<file path="src/rtl/core/stdf_pkg.sv">
// shared constants, codes and types for the square table duplicate finder
// no dependencies; imported by stdf_cell and the top level
`default_nettype none

package stdf_pkg;

   localparam int SQUARES = 64;
   localparam int BANKS   = 2;

   localparam int SQ_W    = $clog2(SQUARES);
   localparam int CNT_W   = $clog2(SQUARES + 1);
   localparam int OP_W    = 3;
   localparam int BANK_W  = 1;
   localparam int SQIN_W  = 7;
   localparam int COLOR_W = 2;
   localparam int KIND_W  = 3;
   localparam int ID_W    = 64;
   localparam int POS_W   = 6;
   localparam int COUNT_W = 7;

   localparam logic [OP_W-1:0] OP_CLEAR = 3'd0;
   localparam logic [OP_W-1:0] OP_PLACE = 3'd1;
   localparam logic [OP_W-1:0] OP_COUNT = 3'd2;
   localparam logic [OP_W-1:0] OP_DUP   = 3'd3;
   localparam logic [OP_W-1:0] OP_CMP   = 3'd4;

   typedef struct packed {
      logic               occ;
      logic [COLOR_W-1:0] color;
      logic [KIND_W-1:0]  kind;
      logic [ID_W-1:0]    id;
   } reading_type;

   typedef struct packed {
      logic              shift;
      logic              clear;
      logic [BANK_W-1:0] bank;
   } cell_ctl_type;

endpackage

`default_nettype wire

</file>
<file path="src/rtl/core/stdf_cell.sv">
// one square of the ring: both banks' readings, rotate to neighbor, id match
// depends on stdf_pkg
`default_nettype none

module stdf_cell
   import stdf_pkg::*;
(
   input  wire logic                     clock,
   input  wire logic                     reset,
   input  wire cell_ctl_type             ctl,
   input  wire logic                     wr_en,
   input  wire reading_type              wr_data,
   input  wire reading_type [BANKS-1:0]  nbr_in,
   input  wire reading_type              probe,
   output      reading_type [BANKS-1:0]  cur,
   output      logic                     hit
);

   logic [BANKS-1:0]   occ_ff;
   logic [BANKS-1:0]   occ_in;
   logic [COLOR_W-1:0] color_ff [BANKS];
   logic [KIND_W-1:0]  kind_ff  [BANKS];
   logic [ID_W-1:0]    id_ff    [BANKS];

   always_comb begin
      for (int b = 0; b < BANKS; b++) begin
         if (ctl.shift) begin
            occ_in[b] = nbr_in[b].occ;
         end else if (wr_en && ctl.bank == BANK_W'(b)) begin
            occ_in[b] = 1'b1;
         end else if (ctl.clear && ctl.bank == BANK_W'(b)) begin
            occ_in[b] = 1'b0;
         end else begin
            occ_in[b] = occ_ff[b];
         end
      end
   end

   always_ff @(posedge clock) begin
      if (reset) begin
         occ_ff <= '0;
      end else begin
         occ_ff <= occ_in;
      end
   end

   // payload is only read where occupied
   always_ff @(posedge clock) begin
      for (int b = 0; b < BANKS; b++) begin
         if (ctl.shift) begin
            color_ff[b] <= nbr_in[b].color;
            kind_ff[b]  <= nbr_in[b].kind;
            id_ff[b]    <= nbr_in[b].id;
         end else if (wr_en && ctl.bank == BANK_W'(b)) begin
            color_ff[b] <= wr_data.color;
            kind_ff[b]  <= wr_data.kind;
            id_ff[b]    <= wr_data.id;
         end
      end
   end

   always_comb begin
      for (int b = 0; b < BANKS; b++) begin
         cur[b].occ   = occ_ff[b];
         cur[b].color = color_ff[b];
         cur[b].kind  = kind_ff[b];
         cur[b].id    = id_ff[b];
      end
   end

   assign hit = cur[ctl.bank].occ && probe.occ && (cur[ctl.bank].id == probe.id);

endmodule

`default_nettype wire

</file>
<file path="config.mk">
export PLATFORM = sky130hd
export DESIGN_NAME = stdf_cell
export DESIGN_NICKNAME = d
export VERILOG_FILES = /design/src/rtl/core/stdf_pkg.sv /design/src/rtl/core/stdf_cell.sv
export SDC_FILE = /design/constraint.sdc
export NUM_CORES = 1
export LEC_CHECK = 0
export ABC_CLOCK_PERIOD_IN_PS = 2900
export BUFFER_PORTS_ARGS = -buffer_cell sky130_fd_sc_hd__buf_4
export CAP_MARGIN = 20
export CORE_AREA = 2 2 165 167
export CTS_BUF_LIST = sky130_fd_sc_hd__clkbuf_4 sky130_fd_sc_hd__clkbuf_8
export DETAILED_ROUTE_END_ITERATION = 16
export DIE_AREA = 0 0 167 169
export PLACE_DENSITY = 0.67
export SYNTH_ARGS = -nofsm -noshare
export SYNTH_HDL_FRONTEND = slang
export SYNTH_SLANG_ARGS = --single-unit
</file>
<file path="constraint.sdc">
create_clock -name clock -period 2.9 [get_ports clock]
set_input_delay 0.29 -clock clock [delete_from_list [all_inputs] [get_ports clock]]
set_output_delay 0.29 -clock clock [all_outputs]
set_load 0.01 [all_outputs]
</file>
# Yosys cells after proc, flatten, opt, wreduce, memory -nomap -nowiden
# Memory sizes are Yosys's and may differ from the RTL's.
# Cells that the tools add are included.
[word_totals]
in_bits = 286
register_bits = 2
mem_count = 3
word_cells = 44
mem_bits_rw = 138
[memory_table]
columns = ["name", "words", "width", "rd", "rd_ports_with_merged_regs", "wr", "line", "rtl"]
rows = [
  ["id_ff", 2, 64, 2, 0, 2, "stdf_cell.sv:23", "logic [ID_W-1:0] id_ff [BANKS];"],
  ["kind_ff", 2, 3, 2, 0, 2, "stdf_cell.sv:22", "logic [KIND_W-1:0] kind_ff [BANKS];"],
  ["color_ff", 2, 2, 2, 0, 2, "stdf_cell.sv:21", "logic [COLOR_W-1:0] color_ff [BANKS];"],
]
[op_classes]
magnitude_cmp = 1
n_reduce_logical = 8
n_bitwise = 7
mux = 22
eq_ne = 1
[ops]
columns = ["cell", "count"]
rows = [
  ["$mux W70", 2],
  ["$mux W64", 2],
  ["$eq A64 B64 Y1", 1],
  ["$mux W1", 14],
  ["$logic_and A1 B1 Y1", 6],
  ["$mux W3", 2],
  ["$or A1 B1 Y1", 6],
  ["$reduce_bool A3 Y1", 2],
  ["$mux W2", 2],
  ["$lt A1 B2 Y1 const B", 1],
  ["$not A1 Y1", 1],
]

# Depth between registers and ports, before layout
# Gate-level depths: netlist of the first run.
[depth]
ltp_word = 6
mapped_depth = 9
mapped_depth_nobuf = 6

# Worst setup path after synthesis of the first run
# Ideal clock, no wire load.
[synth_timing]
path_type = "input to register"
startpoint = "input ctl[0] (netlist name)"
endpoint = "memory color_ff[1][0], enable pin"
cell_stages = 5
path_buffers = 4
required_ns = 2.473
t_arrival_ns = 2.561
setup_time_ns = 0.427
slack_ns = -0.088
cell_sequence = "buf_6 buf_4 buf_4 buf_2 a21o_1"
[synth_lines]
columns = ["element", "line", "rtl"]
rows = [
  ["from (decl)", "stdf_cell.sv:10", "input wire cell_ctl_type ctl,"],
  ["to (decl)", "stdf_cell.sv:21", ""],
]

==> flow_summary_export.csv, run 1 <==
group,metric,value,unit
timing,hold_viol_final,0,
setup_path,r2r_start,"occ_ff[0]",
detailed_routing,via_per_inst,4.67,
global_route,grt_pass1_wl,38100,um
die,die_y,169,um
synthesis,synth_flop_cell,"edfxtp_1",
setup_path,setup.worst_path.end_class,"primary output",
pwr,power_density,494,nW/um^2
timing,relSlewSlack,66.4,%
timing,finClkSkew,0,ps
outcome,status,"finished, violations left",
die,core-area,26500,sq um
setup_path,worst_setup_path_start_kind,"flip-flop",
synthesis,ys_async_sr_fraction,0,%
detailed_routing,routedWlPerCell,20.8,um
cells_and_area,final_core_util,43.7,%
cts,clk_pin_slew,100,ps
setup_path,worst_path_largest_cell_delay,480,ps
cts,cts_tree,"done",
synthesis,syn-cell-area,7300,sq um
synthesis,synth_top_area_cell,"edfxtp_1",
setup_path,required,2610,ps
placed_design,dp.cells,1227,
synthesis,yosysTopAreaCellShare,56.8,%
global_route,grtUsageTotal,18.0,%
cells_and_area,drive_gt1_share,67.4,%
setup_path,cpMaxStageDelayCell,"or4_4",
placed_design,portBuffers,420,
cts,clockRootBuffer,"clkbuf_8",
setup_path,startpoint,"id_ff[1][22]",
cells_and_area,final_cell_area,11600,sq um
detailed_routing,drc_errors,0,
die,die_area,28200,sq um
timing,timing.final.ws_setup,-1.14,ps
synthesis,synth_edf_count,138,
synthesis,synth_common_cells,"edfxtp_1, mux2_2, mux2i_1, xor2_1, xnor2_1",
setup_path,reg2reg_to,"occ_ff[0]",
cells_and_area,multi_input_area,3020,sq um
placed_design,placed_area,11000,sq um
cells_and_area,n_antenna_cell,0,
placed_design,dp_hpwl,20600,um
cells_and_area,fin_cells,1273,
timing,hold_ws,137,ps
run,drv_cap,0,
synthesis,avgSynthCellArea,15.5,sq um
pwr,leakage,5.00,nW
setup_path,worst_ep_arrival_time,2610,ps
synthesis,seq_area_frac_synth,57.3,%
synthesis,ys_types,34,
pwr,power.clock.fraction,29.4,%
timing,finalCritPeriodShare,100,%
synthesis,synthTopCellsByArea,"edfxtp_1, mux2_2, mux2i_1",
cells_and_area,fillCellCount,2501,
detailed_routing,ant_nets,0,
setup_path,critical_path_class,"reg2out",
detailed_routing,vias,5941,
synthesis,synth_nets,757,
synthesis,ys_seq_elements,140,
pwr,combPwrFrac,24.8,%
timing,min_period,2900,ps
pwr,peakVddDrop,0.314,mV
hold_path,hold_class,"in2reg",
cells_and_area,fin_nets,1207,
pwr,p_int,0.00414,W
global_route,grt_max_degree,71,
cts,clock_sink_count,140,
detailed_routing,drtPass1Iterations,4,
timing,clock.fmax,345,MHz
setup_path,worst-path-max-fanout,2,
cts,clk_path_buf_depth,2,
global_route,antenna_found_initial,0,
timing,rsz0062_at_grt,"yes",
synthesis,synth_warnings,0,
global_route,grt_pass1_vias,6295,
synthesis,syn_inst,471,
die,io_pins,427,
timing,slew_viol_final,0,
cts,htree_num_levels,4,
pwr,p_seq_share,45.8,%
cts,worstSkewPairLatency,430,ps
setup_path,rrSetupSlack,2100,ps
cts,numCtsBuffers,17,
global_route,overflow,0,
timing,final-setup-viol-count,1,
setup_path,crit_path_end,"hit",
die,die_x,167,um
setup_path,r2r_cells,2,
placed_design,dp_slack,-67.2,ps
detailed_routing,first_iter_violations,237,
pwr,power_switching,0.00158,W
pwr,swShare,27.6,%
cells_and_area,seqCellArea,4180,sq um
detailed_routing,wirelength,26500,um
cells_and_area,syn_to_final_growth,58.5,%
outcome,violations,"negative setup slack",
setup_path,cp_cell_sequence,"mux2i_1 > xnor2_1 > nor4_2 > buf_4 > nand4_1 > or4_4 > nor4_2 > buf_4",
die,initial_core_util,27.5,%
die,row_count,60,
timing,worst_pin_slew,500,ps
placed_design,routabilityCongestion,0.825,
[registers in the layout (all words and copies together), names as in the netlist]
name,count
kind_ff,6
id_ff,128
occ_ff,2
color_ff,4
[placed cells by master (no fill, tap or decap), drive strengths merged, types with 4 or more instances in the layout]
cell	instances
nor2	8
edfxtp	138
a21oi	6
mux2i	64
inv	5
mux2	138
buf	452
clkinv	4
nand4	10
clkbuf	17
nand2	4
xor2	28
nor4	7
xnor2	22
[power groups by stage]
stage	sequential, W	combinational [W]	clock (W)
finish	0.00262	0.00142	0.00168
detailed placement	0.00267	0.00140	0
global placement	0.00267	0.00139	0
floorplan	0.00274	0.000454	0
global route	0.00265	0.00152	0.00179
CTS	0.00263	0.00141	0.00172
[logic make-up after synthesis]
| family | after synthesis | share of synthesized area, % |
|---|---|---|
| buffers and inverters | 24 | 1.83 |
| DFF | 140 | 57.3 |
| and+or+nand+nor | 35 | 2.79 |
| AOI/OAI and AO/OA | 20 | 1.99 |
| xor gates and xnor gates | 50 | 6.00 |
| muxes | 202 | 30.1 |
[how the worst min path moves through the flow]
stage,startpoint,end,slack (ps),cells past startpoint
finish,nbr_in[110],id_ff[1][40],140,2
floorplan,reset,occ_ff[1],370,1
detailed placement,reset,occ_ff[1],480,2
global placement,reset,occ_ff[1],470,2
CTS,nbr_in[89],id_ff[1][19],110,2
global route,nbr_in[135],kind_ff[1][1],100,2
[through the flow]
step	setup TNS, ps	total power, W
final	-1.14	0.00572
after floorplan	0	0.00320
after detailed placement	-67.2	0.00407
after global placement	-52.9	0.00406
after global routing	-154	0.00596
after CTS	-201	0.00576
[layer usage]
| metal | vias to the layer above | GRT usage (%) | wire, um |
|---|---|---|---|
| li1 | 2727 | - | - |
| met1 | 2942 | 21.5 | 10700 |
| met2 | 248 | 32.2 | 13700 |
| met3 | 24 | 4.86 | 1740 |
| met4 | 0 | 4.69 | 367 |
| met5 | - | 0 | 0 |
[repair_timing]
| item | in CTS | in global routing |
|---|---|---|
| setup endpoints to repair | 1 | 1 |
| pin swaps | 3 | 8 |
| hold endpoints to repair | 1 | 0 |
| hold buffers | 1 | 0 |
| resized for setup | 2 | 4 |
| buffers inserted | 1 | 14 |
[cell type report]
class,instances,area share (%)
Clock buffer,17,2.02
Clock inverter,13,1.46
Inverter,2,0.0649
Multi-Input combinational cell,307,26.1
Sequential cell,140,36.2
Tap cell,341,3.69
Timing Repair Buffer,453,30.5
[critical path, delay by kind of cell (launching register included)]
family	cells	cell delay, ps
DFF	1	410
xor gates and xnor gates	1	100
buffers and inverters	2	360
muxes	1	200
and+or+nand+nor	4	1130
No activity file was read; power rests on OpenSTA's default activity.
==> inputs of run 2 (changes only) <==
--- a/config.mk
+++ b/config.mk
@@ -13,6 +13,7 @@
 export DETAILED_ROUTE_END_ITERATION = 16
 export DIE_AREA = 0 0 167 169
 export PLACE_DENSITY = 0.67
+export SKIP_LAST_GASP = 1
 export SYNTH_ARGS = -nofsm -noshare
 export SYNTH_HDL_FRONTEND = slang
 export SYNTH_SLANG_ARGS = --single-unit
==> run 2 against run 1 <==
Against the previous run:
- the run still ends with negative setup slack left
- cell count did not move
- register-to-register slack hardly changed
- critical endpoint unchanged
- worst setup slack about the same
- clock skew stayed put
- clock-buffer cell count unchanged
- critical path type unchanged
- final area stayed put
==> flow_summary_export.csv, run 2 (synthesized netlist as in run 1, its figures left out) <==
group,metric,value,unit
outcome,status,"finished, violations left",
outcome,violations,"negative setup slack",
cts,clk_path_buf_depth,2,
cells_and_area,n_antenna_cell,0,
cells_and_area,largest_reg_flops,128,
timing,finalCritPeriodShare,100,%
die,row_count,60,
setup_path,cpMaxStageDelayCell,"or4_4",
setup_path,cp_cell_sequence,"mux2i_1 > xnor2_1 > nor4_2 > buf_4 > nand4_1 > or4_4 > nor4_2 > buf_4",
global_route,grt_pass1_wl,38100,um
setup_path,worst_ep_arrival_time,2610,ps
timing,min_period,2900,ps
placed_design,routabilityCongestion,0.825,
run,drv_cap,0,
detailed_routing,drc_errors,0,
cts,worstSkewPairLatency,430,ps
pwr,leakage,5.00,nW
global_route,grt_pass1_vias,6295,
die,die_x,167,um
cells_and_area,fillCellCount,2501,
cells_and_area,drive_gt1_share,67.4,%
detailed_routing,routedWlPerCell,20.8,um
die,initial_core_util,27.5,%
cells_and_area,reg_top3,"id_ff: 128 flops, kind_ff: 6 flops, color_ff: 4 flops",
detailed_routing,ant_nets,0,
detailed_routing,vias,5945,
detailed_routing,first_iter_violations,233,
cells_and_area,final_cell_mix,"buf_4, mux2_2, edfxtp_1",
cts,clock_sink_count,140,
die,io_pins,427,
timing,clock.fmax,345,MHz
global_route,grt_max_degree,71,
cells_and_area,syn_to_final_growth,58.5,%
timing,rsz0062_at_grt,"yes",
die,die_area,28200,sq um
timing,hold_viol_final,0,
setup_path,critical_path_class,"reg2out",
setup_path,worst-path-max-fanout,2,
setup_path,worst_setup_path_start_kind,"flip-flop",
placed_design,dp_hpwl,20600,um
cts,numCtsBuffers,17,
setup_path,required,2610,ps
pwr,peakVddDrop,0.314,mV
cells_and_area,fin_nets,1207,
timing,timing.final.ws_setup,-0.795,ps
placed_design,portBuffers,420,
timing,final-setup-viol-count,1,
setup_path,setup.worst_path.end_class,"primary output",
global_route,antenna_found_initial,0,
cells_and_area,mostFrequentLayoutCell,"buf_4",
pwr,power_density,494,nW/um^2
detailed_routing,drtPass1Iterations,4,
hold_path,hold_class,"in2reg",
timing,finClkSkew,0,ps
setup_path,worst_path_largest_cell_delay,480,ps
placed_design,dp.cells,1227,
cts,cts_tree,"done",
detailed_routing,via_per_inst,4.67,
cts,clk_pin_slew,100,ps
timing,slew_viol_final,0,
cells_and_area,fin_cells,1273,
timing,relSlewSlack,66.4,%
die,die_y,169,um
cts,clockRootBuffer,"clkbuf_8",
detailed_routing,wirelength,26500,um
cells_and_area,top_register,"id_ff",
global_route,overflow,0,
cts,htree_num_levels,4,
cells_and_area,final_core_util,43.7,%
die,core-area,26500,sq um
global_route,grtUsageTotal,18.0,%
timing,worst_pin_slew,500,ps
## run 2: cell counts in the layout (fill, tap and decap cells not counted)
No cell type changed its count.
## run 2: critical path, delay by kind of cell, from the launching register on
kind | cells | cell delay [ps]
multiplexers | 1 | 200
flip-flops | 1 | 410
AND/OR/NAND/NOR | 4 | 1130
buffers and inverters | 2 | 360
XOR/XNOR | 1 | 100
## run 2: final cells by class
class	instances	area, sq um	area share (%)
clock inverters	13	169	1.46
clock buffers	17	234	2.02
inverters	2	7.51	0.0649
well taps	341	427	3.69
flip-flops and latches	140	4180	36.2
multi-input cells	307	3020	26.1
repair buffers	453	3520	30.5
## run 2: per-stage QoR
step           total power (W)  TNS [ps]  hold WS (ps)  cell area (sq um)  worst slack [ps]
2_1_floorplan          0.00320         0           369               7300               513
3_3_place_gp           0.00406     -52.9           465              11000             -52.9
3_5_place_dp           0.00407     -67.2           476              11000             -67.2
4_1_cts                0.00576      -201           107              11400              -201
5_1_grt                0.00596      -154          96.7              11600              -154
6_report               0.00572    -0.795           138              11600            -0.795
## run 2: per-layer routing
metal	global-route usage (%)	vias up	wire length (um)
li1	-	2730	-
met1	21.5	2939	10700
met2	32.2	252	13700
met3	4.86	24	1750
met4	4.69	0	369
met5	0	-	0
## run 2: final timing paths
kind / end / cells after the start / slack, ps / start
setup reg to reg: occ_ff[0] / 2 / 2100 / occ_ff[0]
setup / recovery: hit / 8 / -0.8 / id_ff[1][22]
hold reg to reg: occ_ff[1] / 2 / 550 / occ_ff[1]
hold / removal: id_ff[1][40] / 2 / 140 / nbr_in[110]
## run 2: report_power, final
group	switching [W]	total (W)	internal [W]
clock	0.000832	0.00168	0.000850
combinational	0.000609	0.00142	0.000806
sequential	0.000134	0.00262	0.00249
total	0.00158	0.00572	0.00414
## run 2: timing repair
| item | 4_1_cts | 5_1_grt |
|---|---|---|
| hold buffers | 1 | 0 |
| endpoints found under the hold margin | 1 | 0 |
| pin swaps | 3 | 6 |
| buffers inserted | 1 | 14 |
| gates resized for setup | 2 | 4 |
| endpoints found under the setup margin | 1 | 1 |
==> inputs of run 3 (changes only) <==
--- a/config.mk
+++ b/config.mk
@@ -7,12 +7,11 @@
 export LEC_CHECK = 0
 export ABC_CLOCK_PERIOD_IN_PS = 2900
 export BUFFER_PORTS_ARGS = -buffer_cell sky130_fd_sc_hd__buf_4
-export CAP_MARGIN = 20
 export CORE_AREA = 2 2 165 167
 export CTS_BUF_LIST = sky130_fd_sc_hd__clkbuf_4 sky130_fd_sc_hd__clkbuf_8
 export DETAILED_ROUTE_END_ITERATION = 16
 export DIE_AREA = 0 0 167 169
-export PLACE_DENSITY = 0.67
+export PLACE_DENSITY_LB_ADDON = 0.12
 export SKIP_LAST_GASP = 1
 export SYNTH_ARGS = -nofsm -noshare
 export SYNTH_HDL_FRONTEND = slang
==> run 3 against run 2 <==
Against the previous run:
- sequential power about the same
- critical path depth shrank 1
- the flow now finishes without violations
- highest routed layer unchanged
- first-iteration DRC count shrank 2.1%
==> flow_summary_export.csv, run 3 (synthesized netlist as in run 1, its figures left out) <==
group,metric,value,unit
pwr,power_switching,0.00158,W
cells_and_area,fin_nets,1196,
timing,finClkSkew,0,ps
global_route,grt_max_degree,38,
placed_design,dp.cells,1228,
cells_and_area,reg_top3,"id_ff: 128 flops, kind_ff: 6 flops, color_ff: 4 flops",
setup_path,r2r_cells,2,
detailed_routing,drc_errors,0,
cts,numCtsBuffers,17,
setup_path,worst-path-max-fanout,2,
timing,timing.final.ws_setup,70.6,ps
pwr,p_seq_share,45.4,%
cells_and_area,drive_gt1_share,67.2,%
global_route,grt_pass1_wl,38700,um
global_route,grtUsageMet3,5.42,%
global_route,grt_most_used_layer,"met2",
placed_design,routabilityCongestion,0.775,
cells_and_area,final_cell_mix,"buf_4, mux2_2, edfxtp_1",
timing,rsz0062_at_grt,"yes",
cells_and_area,fin_cells,1264,
run,drv_cap,0,
cells_and_area,top_register,"id_ff",
timing,min_period,2830,ps
pwr,totalPowerFinal,0.00575,W
die,die_y,169,um
placed_design,dp_slack,-251,ps
pwr,power_density,498,nW/um^2
cts,clk_pin_slew,90,ps
cells_and_area,syn_to_final_growth,58.1,%
global_route,grtUsageTotal,18.5,%
pwr,leakage,4.98,nW
cts,clock_sink_count,140,
cells_and_area,mostFrequentLayoutCell,"buf_4",
detailed_routing,wirelength,26600,um
die,die_area,28200,sq um
pwr,combPwrFrac,24.3,%
timing,slew_viol_final,0,
pwr,peakVddDrop,0.270,mV
die,initial_core_util,27.5,%
pwr,swShare,27.5,%
setup_path,required,2610,ps
setup_path,critical_path_class,"reg2out",
timing,final-setup-viol-count,0,
die,die_x,167,um
die,row_count,60,
timing,worst_pin_slew,470,ps
timing,clock.fmax,353,MHz
timing,hold_ws,123,ps
global_route,antenna_found_initial,0,
global_route,overflow,0,
cts,worstSkewPairLatency,450,ps
cts,cts_tree,"done",
setup_path,worst_ep_arrival_time,2540,ps
timing,finalCritPeriodShare,97.6,%
die,io_pins,427,
setup_path,setup.worst_path.end_class,"primary output",
global_route,grt_pass1_vias,6359,
global_route,gr-usage-met1,20.7,%
hold_path,hold_depth,3,
cells_and_area,n_antenna_cell,0,
placed_design,dp_hpwl,20700,um
cells_and_area,largest_reg_flops,128,
pwr,p_int,0.00416,W
setup_path,worst_setup_path_start_kind,"flip-flop",
timing,relSlewSlack,68.4,%
detailed_routing,routedWlPerCell,21.1,um
setup_path,rrSetupSlack,2170,ps
global_route,grt_use_met2,33.2,%
detailed_routing,drtPass1Iterations,4,
cts,clockRootBuffer,"clkbuf_8",
detailed_routing,via_per_inst,4.50,
detailed_routing,vias,5693,
outcome,status,"complete, no violations",
die,core-area,26500,sq um
cts,htree_num_levels,4,
pwr,power.clock.fraction,30.2,%
detailed_routing,ant_nets,0,
timing,hold_viol_final,0,
detailed_routing,first_iter_violations,228,
placed_design,portBuffers,420,
hold_path,hold_class,"in2reg",
cts,clk_path_buf_depth,2,
## run 3: path summary, 6_finish.rpt
| kind | start | end |
|---|---|---|
| hold / removal | nbr_in[139] | occ_ff[1] |
| setup / recovery | id_ff[0][52] | hit |
| hold reg to reg | occ_ff[1] | occ_ff[1] |
| setup reg to reg | occ_ff[0] | occ_ff[0] |
## run 3: power groups by stage
stage | combinational [W] | clock [W] | sequential [W]
finish | 0.00140 | 0.00174 | 0.00261
global route | 0.00151 | 0.00186 | 0.00264
CTS | 0.00143 | 0.00178 | 0.00262
detailed placement | 0.00140 | 0 | 0.00266
global placement | 0.00140 | 0 | 0.00266
floorplan | 0.000454 | 0 | 0.00274
## run 3: final cells by class
type                       count  area, sq um
multi-input combinational    307         3040
tap                          341          427
clock inverter                13          164
timing repair buffer         442         3470
fill                        2537        15000
inverter                       2         7.51
clock buffer                  19          249
sequential                   140         4180
## run 3: stage by stage
stage / area (sq um) / TNS [ps] / utilization (%)
floorplan: 7300 / 0 / -
global placement: 11000 / -237 / 41.6
detailed placement: 11000 / -251 / 41.6
CTS: 11500 / 0 / 43.5
global route: 11500 / -153 / 43.5
finish: 11500 / 0 / 43.5
## run 3: per-layer routing
metal,vias up,share of wire (%)
met5,-,0
met4,0,2.6
met3,34,7.7
met2,247,52
met1,2702,38
li1,2710,-
## run 3: what timing repair did
action / in CTS / in global routing
cloned: 1 / 0
hold buffers: 1 / 0
pin swaps: 8 / 0
setup buffers: 3 / 0
endpoints found under the setup margin: 1 / 1
resized for setup: 9 / 0
hold endpoints to repair: 1 / 0
## run 3: critical path: stages (launching register included)
cell and delay (ps):
edfxtp_1 400, mux2i_1 170, xnor2_1 110, nor4_2 380
nand4_1 170, or4_4 540, nor4_2 140, buf_4 170
